$ cat config.mk
export PLATFORM = sky130hd
export DESIGN_NAME = byte_deque_with_search_core
export DESIGN_NICKNAME = d
export VERILOG_FILES = /design/src/hw/rtl/dbq_pkg.sv /design/src/hw/rtl/byte_deque_with_search_core.sv /design/src/hw/rtl/dbq_ram.sv /design/src/hw/rtl/dbq_ctrl.sv /design/src/hw/rtl/dbq_datapath.sv
export SDC_FILE = /design/constraint.sdc
export NUM_CORES = 1
export LEC_CHECK = 0
export BUFFER_PORTS_ARGS = -buffer_cell sky130_fd_sc_hd__clkbuf_2
export CAP_MARGIN = 25
export CORE_ASPECT_RATIO = 1.2
export CORE_MARGIN = 2
export CORE_UTILIZATION = 25
export CTS_CLUSTER_SIZE = 24
export DETAILED_ROUTE_END_ITERATION = 6
export SYNTH_ARGS = -nofsm -noshare
export SYNTH_HDL_FRONTEND = slang
export SYNTH_SLANG_ARGS = --single-unit
$ cat constraint.sdc
create_clock -name clk -period 6.2 [get_ports clk]
set_input_delay 1.24 -clock clk [delete_from_list [all_inputs] [get_ports clk]]
set_output_delay 1.24 -clock clk [all_outputs]
set_load 0.02 [all_outputs]
$ cat src/hw/rtl/dbq_pkg.sv
`timescale 1ns / 1ps
// ----------------------------------------------------------------------------
// dbq_pkg: shared types and codes for the byte deque
// request and result beat layouts, request and status codes, fsm states and
// the command and status bundles between controller and datapath
// ----------------------------------------------------------------------------
package dbq_pkg;

    // request codes
    localparam logic [2:0] REQ_PUSH_FRONT = 3'd0;
    localparam logic [2:0] REQ_PUSH_BACK  = 3'd1;
    localparam logic [2:0] REQ_POP_FRONT  = 3'd2;
    localparam logic [2:0] REQ_POP_BACK   = 3'd3;
    localparam logic [2:0] REQ_SEARCH     = 3'd4;

    // result status codes
    localparam logic [1:0] STAT_OK    = 2'd0;
    localparam logic [1:0] STAT_EMPTY = 2'd1;
    localparam logic [1:0] STAT_FULL  = 2'd2;

    localparam int unsigned OCC_W = 5;

    typedef struct packed {
        logic [2:0] req_type;
        logic [7:0] value;
    } in_item_t;

    typedef struct packed {
        logic [7:0]       data_out;
        logic             found;
        logic [1:0]       status;
        logic [OCC_W-1:0] occupancy;
        logic [7:0]       front_value;
        logic [7:0]       back_value;
    } out_item_t;

    typedef enum logic [2:0] {
        CTRL_IDLE,
        CTRL_EXEC,
        CTRL_LOAD,
        CTRL_SCAN,
        CTRL_REPLY
    } ctrl_state_t;

    typedef struct packed {
        logic capture;
        logic exec;
        logic load;
        logic scan;
    } dp_cmd_t;

    typedef struct packed {
        logic need_load;
        logic need_scan;
        logic scan_done;
    } dp_stat_t;

endpackage

$ cat src/hw/rtl/byte_deque_with_search_core.sv
`timescale 1ns / 1ps
// every request passes through execute and reply; a pop on a nonempty queue adds a reload
//   of the new end from the slot ram, and a search on a nonempty queue adds a scan of the
//   occupied slots, which a match ends early
// busy drops in the cycle after done, so a new request is taken only once the last is through
// the scan reads one slot per cycle through the single read port of the slot ram
// reset: asynchronous, clears the pointers and the count (queue empty); slots are not cleared
// ----------------------------------------------------------------------------
// byte_deque_with_search_core: bounded byte deque with search
// ring buffer of DEPTH slots with push and pop at both ends and a linear
// value search; every request beat yields one result beat
// ----------------------------------------------------------------------------
module byte_deque_with_search_core
    import dbq_pkg::*;
#(
    parameter int unsigned DEPTH = 16
) (
    input  logic      clk,
    input  logic      rst_n,
    input  logic      start,
    input  in_item_t  request,
    output logic      busy,
    output logic      done,
    output out_item_t response
);

    // command and status bundles between sequencer and datapath
    dp_cmd_t  cmd;
    dp_stat_t dp_stat;

    // sequencer: idle, execute, optional end reload or scan, reply
    dbq_ctrl u_ctrl (
        .clk     (clk),
        .rst_n   (rst_n),
        .start   (start),
        .dp_stat (dp_stat),
        .cmd     (cmd),
        .busy    (busy),
        .done    (done)
    );

    // pointers, end registers, slot ram and search engine
    dbq_datapath #(
        .DEPTH (DEPTH)
    ) u_datapath (
        .clk      (clk),
        .rst_n    (rst_n),
        .cmd      (cmd),
        .request  (request),
        .dp_stat  (dp_stat),
        .response (response)
    );

    // a result beat is only shown while the block is still busy
    a_done_busy: assert property (@(posedge clk) disable iff (!rst_n)
        done |-> busy)
        else $error("result strobe while idle");

    // an accepted beat never produces its result in the next cycle
    a_accept_no_done: assert property (@(posedge clk) disable iff (!rst_n)
        (start && !busy) |=> (busy && !done))
        else $error("result strobe right after accept");

    // at most one datapath command at a time
    a_cmd_onehot: assert property (@(posedge clk) disable iff (!rst_n)
        $onehot0({cmd.capture, cmd.exec, cmd.load, cmd.scan}))
        else $error("overlapping datapath commands");

    // a pop on an empty queue reports a zero byte
    a_empty_pop_zero: assert property (@(posedge clk) disable iff (!rst_n)
        (done && (response.status == STAT_EMPTY)) |-> (response.data_out == 8'd0))
        else $error("nonzero data on empty pop");

endmodule

$ cat src/hw/rtl/dbq_ram.sv
`timescale 1ns / 1ps
// ----------------------------------------------------------------------------
// dbq_ram: generic single write, single read ram
// one write port and one read port, read data registered
// ----------------------------------------------------------------------------
module dbq_ram #(
    parameter int unsigned WIDTH = 8,
    parameter int unsigned DEPTH = 16
) (
    input  logic                     clk,
    input  logic                     we,
    input  logic [$clog2(DEPTH)-1:0] waddr,
    input  logic [WIDTH-1:0]         wdata,
    input  logic                     re,
    input  logic [$clog2(DEPTH)-1:0] raddr,
    output logic [WIDTH-1:0]         rdata
);

    logic [WIDTH-1:0] mem [DEPTH];
    logic [WIDTH-1:0] rdata_reg;

    always_ff @(posedge clk)
    begin
        if (we)
        begin
            mem[waddr] <= wdata;
        end
        if (re)
        begin
            rdata_reg <= mem[raddr];
        end
    end

    assign rdata = rdata_reg;

endmodule

$ cat src/hw/rtl/dbq_ctrl.sv
`timescale 1ns / 1ps
// ----------------------------------------------------------------------------
// dbq_ctrl: request sequencer
// steps each request through execute, an optional slot reload or scan, and reply
// ----------------------------------------------------------------------------
module dbq_ctrl
    import dbq_pkg::*;
(
    input  logic     clk,
    input  logic     rst_n,
    input  logic     start,
    input  dp_stat_t dp_stat,
    output dp_cmd_t  cmd,
    output logic     busy,
    output logic     done
);

    ctrl_state_t state_reg;
    ctrl_state_t state_next;

    always_ff @(posedge clk or negedge rst_n)
    begin
        if (!rst_n)
        begin
            state_reg <= CTRL_IDLE;
        end
        else
        begin
            state_reg <= state_next;
        end
    end

    // next state
    always_comb
    begin
        state_next = state_reg;
        unique case (state_reg)
            CTRL_IDLE:
            begin
                if (start)
                begin
                    state_next = CTRL_EXEC;
                end
            end
            CTRL_EXEC:
            begin
                priority if (dp_stat.need_scan)
                begin
                    state_next = CTRL_SCAN;
                end
                else if (dp_stat.need_load)
                begin
                    state_next = CTRL_LOAD;
                end
                else
                begin
                    state_next = CTRL_REPLY;
                end
            end
            CTRL_LOAD:
            begin
                state_next = CTRL_REPLY;
            end
            CTRL_SCAN:
            begin
                if (dp_stat.scan_done)
                begin
                    state_next = CTRL_REPLY;
                end
            end
            CTRL_REPLY:
            begin
                state_next = CTRL_IDLE;
            end
            default:
            begin
                state_next = CTRL_IDLE;
            end
        endcase
    end

    // outputs
    always_comb
    begin
        cmd  = '0;
        busy = 1'b1;
        done = 1'b0;
        unique case (state_reg)
            CTRL_IDLE:
            begin
                busy        = 1'b0;
                cmd.capture = start;
            end
            CTRL_EXEC:  cmd.exec = 1'b1;
            CTRL_LOAD:  cmd.load = 1'b1;
            CTRL_SCAN:  cmd.scan = 1'b1;
            CTRL_REPLY: done = 1'b1;
            default:    busy = 1'b1;
        endcase
    end

endmodule

$ cat src/hw/rtl/dbq_datapath.sv
`timescale 1ns / 1ps
// ----------------------------------------------------------------------------
// dbq_datapath: ring buffer pointers, end registers and search engine
// front and back bytes live in registers; the slot ram is read only to
// reload an end after a pop and to scan for a search
// ----------------------------------------------------------------------------
module dbq_datapath
    import dbq_pkg::*;
#(
    parameter int unsigned DEPTH = 16
) (
    input  logic      clk,
    input  logic      rst_n,
    input  dp_cmd_t   cmd,
    input  in_item_t  request,
    output dp_stat_t  dp_stat,
    output out_item_t response
);

    localparam int unsigned AW = $clog2(DEPTH);
    localparam int unsigned CW = $clog2(DEPTH + 1);
    localparam logic [AW-1:0] LAST_POS = AW'(DEPTH - 1);
    localparam logic [CW-1:0] FULL_CNT = CW'(DEPTH);

    function automatic logic [AW-1:0] ring_inc(input logic [AW-1:0] pos);
        return (pos == LAST_POS) ? '0 : pos + AW'(1);
    endfunction

    function automatic logic [AW-1:0] ring_dec(input logic [AW-1:0] pos);
        return (pos == '0) ? LAST_POS : pos - AW'(1);
    endfunction

    // control state
    logic [AW-1:0] head_reg, head_next;
    logic [AW-1:0] tail_reg, tail_next;
    logic [CW-1:0] count_reg, count_next;
    logic [CW-1:0] scan_left_reg, scan_left_next;
    logic          pend_reg, pend_next;

    // payload
    logic [2:0]    req_type_reg, req_type_next;
    logic [7:0]    value_reg, value_next;
    logic [7:0]    front_reg, front_next;
    logic [7:0]    back_reg, back_next;
    logic [7:0]    data_reg, data_next;
    logic          found_reg, found_next;
    logic [1:0]    status_reg, status_next;
    logic [AW-1:0] scan_pos_reg, scan_pos_next;
    logic          load_front_reg, load_front_next;

    // slot ram port
    logic          ram_we;
    logic [AW-1:0] ram_waddr;
    logic          ram_re;
    logic [AW-1:0] ram_raddr;
    logic [7:0]    ram_rdata;

    logic is_empty;
    logic is_full;
    logic is_pop;
    logic [CW+OCC_W-1:0] occ_ext;

    assign is_empty = (count_reg == '0);
    assign is_full  = (count_reg == FULL_CNT);
    assign is_pop   = (req_type_reg == REQ_POP_FRONT) || (req_type_reg == REQ_POP_BACK);

    assign dp_stat.need_load = is_pop && !is_empty;
    assign dp_stat.need_scan = (req_type_reg == REQ_SEARCH) && !is_empty;
    assign dp_stat.scan_done = found_reg || ((scan_left_reg == '0) && !pend_reg);

    dbq_ram #(
        .WIDTH (8),
        .DEPTH (DEPTH)
    ) u_slots (
        .clk   (clk),
        .we    (ram_we),
        .waddr (ram_waddr),
        .wdata (value_reg),
        .re    (ram_re),
        .raddr (ram_raddr),
        .rdata (ram_rdata)
    );

    always_comb
    begin
        head_next       = head_reg;
        tail_next       = tail_reg;
        count_next      = count_reg;
        scan_left_next  = scan_left_reg;
        pend_next       = pend_reg;
        req_type_next   = req_type_reg;
        value_next      = value_reg;
        front_next      = front_reg;
        back_next       = back_reg;
        data_next       = data_reg;
        found_next      = found_reg;
        status_next     = status_reg;
        scan_pos_next   = scan_pos_reg;
        load_front_next = load_front_reg;
        ram_we          = 1'b0;
        ram_waddr       = tail_reg;
        ram_re          = 1'b0;
        ram_raddr       = ring_inc(head_reg);

        if (cmd.capture)
        begin
            req_type_next = request.req_type;
            value_next    = request.value;
        end

        if (cmd.exec)
        begin
            data_next   = '0;
            found_next  = 1'b0;
            status_next = STAT_OK;
            unique case (req_type_reg)
                REQ_PUSH_FRONT:
                begin
                    if (is_full)
                    begin
                        status_next = STAT_FULL;
                    end
                    else
                    begin
                        head_next  = ring_dec(head_reg);
                        ram_we     = 1'b1;
                        ram_waddr  = ring_dec(head_reg);
                        count_next = count_reg + CW'(1);
                        front_next = value_reg;
                        if (is_empty)
                        begin
                            back_next = value_reg;
                        end
                    end
                end
                REQ_PUSH_BACK:
                begin
                    if (is_full)
                    begin
                        status_next = STAT_FULL;
                    end
                    else
                    begin
                        tail_next  = ring_inc(tail_reg);
                        ram_we     = 1'b1;
                        ram_waddr  = tail_reg;
                        count_next = count_reg + CW'(1);
                        back_next  = value_reg;
                        if (is_empty)
                        begin
                            front_next = value_reg;
                        end
                    end
                end
                REQ_POP_FRONT:
                begin
                    if (is_empty)
                    begin
                        status_next = STAT_EMPTY;
                    end
                    else
                    begin
                        // fetch the byte that becomes the new front
                        data_next       = front_reg;
                        head_next       = ring_inc(head_reg);
                        count_next      = count_reg - CW'(1);
                        ram_re          = 1'b1;
                        ram_raddr       = ring_inc(head_reg);
                        load_front_next = 1'b1;
                    end
                end
                REQ_POP_BACK:
                begin
                    if (is_empty)
                    begin
                        status_next = STAT_EMPTY;
                    end
                    else
                    begin
                        // fetch the byte that becomes the new back
                        data_next       = back_reg;
                        tail_next       = ring_dec(tail_reg);
                        count_next      = count_reg - CW'(1);
                        ram_re          = 1'b1;
                        ram_raddr       = ring_dec(ring_dec(tail_reg));
                        load_front_next = 1'b0;
                    end
                end
                REQ_SEARCH:
                begin
                    scan_pos_next  = head_reg;
                    scan_left_next = count_reg;
                    pend_next      = 1'b0;
                end
                default:
                begin
                    status_next = STAT_OK;
                end
            endcase
        end

        if (cmd.load)
        begin
            if (load_front_reg)
            begin
                front_next = ram_rdata;
            end
            else
            begin
                back_next = ram_rdata;
            end
        end

        // one slot read issued and one compared per cycle
        if (cmd.scan)
        begin
            if (scan_left_reg != '0)
            begin
                ram_re         = 1'b1;
                ram_raddr      = scan_pos_reg;
                scan_pos_next  = ring_inc(scan_pos_reg);
                scan_left_next = scan_left_reg - CW'(1);
                pend_next      = 1'b1;
            end
            else
            begin
                pend_next = 1'b0;
            end
            if (pend_reg && (ram_rdata == value_reg))
            begin
                found_next = 1'b1;
            end
        end
    end

    always_ff @(posedge clk or negedge rst_n)
    begin
        if (!rst_n)
        begin
            head_reg      <= '0;
            tail_reg      <= '0;
            count_reg     <= '0;
            scan_left_reg <= '0;
            pend_reg      <= 1'b0;
        end
        else
        begin
            head_reg      <= head_next;
            tail_reg      <= tail_next;
            count_reg     <= count_next;
            scan_left_reg <= scan_left_next;
            pend_reg      <= pend_next;
        end
    end

    always_ff @(posedge clk)
    begin
        req_type_reg   <= req_type_next;
        value_reg      <= value_next;
        front_reg      <= front_next;
        back_reg       <= back_next;
        data_reg       <= data_next;
        found_reg      <= found_next;
        status_reg     <= status_next;
        scan_pos_reg   <= scan_pos_next;
        load_front_reg <= load_front_next;
    end

    assign occ_ext = {{OCC_W{1'b0}}, count_reg};

    assign response.data_out    = data_reg;
    assign response.found       = found_reg;
    assign response.status      = status_reg;
    assign response.occupancy   = occ_ext[OCC_W-1:0];
    assign response.front_value = is_empty ? 8'd0 : front_reg;
    assign response.back_value  = is_empty ? 8'd0 : back_reg;

endmodule

==> impl_summary.txt <==
----------------------------------------------------
[Timing]
  Shortest period the worst path allows ... 4.31 ns
  Endpoints failing hold ... 0
  Count of pins over their slew limit ... 0
  RSZ-0062 raised after global routing ... false
  Min Hold Slack ... 0.528 ns
  Count of endpoints failing setup in the final report ... 0
  Max-slew headroom ... 40.6%
  Ratio of final minimum period to clock period ... 69.5%
  Clock Skew ... 0.0109 ns
  Sum Neg Setup Slack ... 0 ns
  Worst Tran Pin Value ... 0.890 ns
  Highest attainable clock frequency ... 232 MHz
  Final setup slack of the worst path ... 1.89 ns

[Synthesis]
  Area fraction of the dominant cell type after synthesis ... 52.3%
  Synth async-reset ratio ... 10.9%
  Top cells by count, synth ... edfxtp_1 (158), nand2_1 (86), nor2_1 (61)
  Synthesized cell area ... 9070 um2
  Dominant cells by area after synthesis ... edfxtp_1 (52%), dfrtp_1 (6.1%), dfxtp_1 (4.6%)
  Distinct cells, synth ... 65
  Share of the yosys chip area belonging to registers ... 63.0%
  Number of enable-type register cells in the synthesized netlist ... 158
  Most numerous cell in the Yosys netlist ... edfxtp_1
  Yosys Warn Count ... 0
  Synthesized area divided by synthesized cell count ... 12.8 um2
  Seq cells post-synth ... 201
  Largest area contributor in the synthesized netlist ... edfxtp_1
  Number of instances in the synthesized netlist ... 708
  Post-synthesis net count ... 738
  Most used flip-flop cell after synthesis ... edfxtp_1

[Placed design]
  Routability-driven placement congestion ratio ... 0.836
  PortBufs ... 47
  # placed instances ... 1198
  Detail Placement HPWL ... 15800 um
  DP Area ... 9830 um2
  Place WS ... 1.75 ns

[Global route]
  Total congestion overflow after global routing ... 0
  Vias in the first global route ... 5873
  Maximum number of pins on one net before global-route repair ... 49
  First-pass GRT wire length ... 34400 um
  Antenna violations before repair ... 0
  Aggregate global-route resource usage ... 11.9%

[Die]
  Effective utilization at floorplan ... 25.3%
  DIE AREA ... 37800 um2
  CORE AREA ... 35800 um2
  Number of top-level design ports ... 48
  Core Rows ... 76
  Die Y ... 213 um
  Die Span X ... 178 um

[Power]
  Part of the power in registers ... 36.8%
  Reported leakage power ... 3.64 nW
  Switching power ... 2.05 mW
  Total power ... 5.38 mW
  Highest ir drop seen on vdd ... 0.228 mV
  Power Dens Cells ... 509 nW/um2
  Switching power as a share of total power ... 38.0%
  Share of power burned in combinational logic ... 38.4%
  Power share of the clock group ... 24.8%
  Internal power summed over all cells ... 3.33 mW

[Worst setup path]
  Worst path arrival time ... 4.66 ns
  Highest fanout seen on the critical path ... 48
  Endpoint kind of the worst setup timing path ... register
  Critical path start-end classification ... reg -> reg
  Launching element type of the critical path ... register
  Req. time, crit path ... 6.55 ns

[Run]
  # Max-Cap Violations ... 0

[Clock network]
  Longest Clk Path Bufs ... 3
  Number of buffers added to fix hold violations after cts ... 0
  CTS tree ... done
  Worst skew pair latency ... 0.51 ns
  Root buffer selected by CTS ... clkbuf_16
  Post-cts sizing count ... 0
  Number of sinks on the clock net ... 201
  Clock-pin transition on the worst setup and hold timing paths ... 0.06 ns
  TritonCTS Buffers ... 22
  Post-CTS Repair Setup Buffers ... 0
  H-tree level count ... 1

[Detailed routing]
  Overall routed net length ... 22500 um
  Number of optimization iterations in the first detailed-route pass ... 5
  Antenna Violating Nets Remaining ... 0
  Violation count after the first detailed-route iteration ... 612
  Count of vias placed by the detailed router ... 5856
  WL/cell ... 18.2 um
  Detail-routed via count per cell ... 4.73
  Remaining routing DRC violations ... 0

[Final layout]
  Utilization of the core after routing ... 29.5%
  Multi-input logic area ... 3160 um2
  Layout overhead on the synthesized area ... 16.6%
  Fraction of layout cells with a size suffix above 1 ... 15.8%
  Non-filler cells in the finished layout ... 1238
  Storage cell area ... 5720 um2
  Diodes inserted ... 0
  Most flops, register ... u_datapath.u_slots.mem
  Fill count ... 3594
  Area of all placed cells without fillers ... 10600 um2
  Net count reported at finish ... 785
  Max FFs per register ... 128

[Status]
  Run status ... complete, no violations

[Hold path]
  Class of the most critical hold timing path ... reg -> reg

----------------------------------------------------
## metal layers
layer | GRT usage (%) | routed length [um]
met1 | 13.8 | 8850
met2 | 22.2 | 12100
met3 | 1.87 | 912
met4 | 4.10 | 671
met5 | 0 | 0
## final timing paths
path	endpoint	slack (ns)	depth (start not counted)	start
worst min-delay path	u_datapath.scan_pos_reg[0]	0.53	2	u_datapath.scan_pos_reg[0]
worst min register to register	u_datapath.scan_pos_reg[0]	0.53	2	u_datapath.scan_pos_reg[0]
min in group asynchronous	u_datapath.scan_left_reg[0]	0.74	1	rst_n
max in group asynchronous	u_datapath.count_reg[3]	5.06	1	rst_n
worst max-delay path	u_datapath.u_slots.rdata[4]	1.89	9	u_datapath.req_type_reg[1]
worst max register to register	u_datapath.u_slots.rdata[4]	1.89	9	u_datapath.req_type_reg[1]
## worst max-delay path, stage by stage, from the launching register on
cell	delay [ns]
edfxtp_1	0.47
nand2b_1	0.63
inv_2	0.29
o2111ai_4	0.25
mux2i_2	0.72
and2_4	0.72
a211oi_1	0.26
a311oi_1	0.49
a22oi_1	0.17
o21ai_1	0.12
## power by group through the flow
| stage | clock network [mW] | logic (mW) | registers, mW |
|---|---|---|---|
| 3_3_place_gp | 0 | 2.04 | 2.01 |
| 3_5_place_dp | 0 | 2.07 | 2.01 |
| 5_1_grt | 1.40 | 2.29 | 2.02 |
| 2_1_floorplan | 0 | 1.52 | 1.95 |
| 6_report | 1.33 | 2.06 | 1.98 |
| 4_1_cts | 1.36 | 2.07 | 1.98 |
## layout by cell type (no fill, tap or decap), drive strengths merged, types with 4 or more instances in the layout
cell type  netlist  final
edfxtp         158    158
nand2           86     86
clkbuf          22     73
nor2            61     61
o21ai           49     49
mux2i           31     31
dfrtp           22     22
and2            22     22
dfxtp           21     21
inv             18     19
a211oi          18     18
a21oi           18     18
a21boi          17     17
a311oi          16     16
mux4            16     16
xnor2           15     15
ha              15     15
a22oi           10     10
buf             12     10
nand3            9      9
nor3             8      8
a31oi            7      7
clkinv           0      7
nand2b           6      6
mux2             4      4
## layout make-up
type	instances	area share [%]
flip-flops and latches	201	54.0
multi-input cells	455	29.9
clock buffers	26	5.55
well taps	468	5.54
repair buffers	57	2.93
clock inverters	13	1.44
inverters	18	0.639
## logic make-up after synthesis
| kind of cell | count (synthesis) | share of synthesized area, % |
|---|---|---|
| XOR/XNOR | 18 | 1.74 |
| flip-flops | 201 | 63.0 |
| AO/OA/AOI/OAI | 160 | 12.1 |
| multiplexers | 51 | 8.07 |
| buffers and inverters | 52 | 2.43 |
| adder cells (fa/ha/maj) | 16 | 2.29 |
| AND/OR/NAND/NOR | 210 | 10.4 |
(Power assumes the default switching activity.)
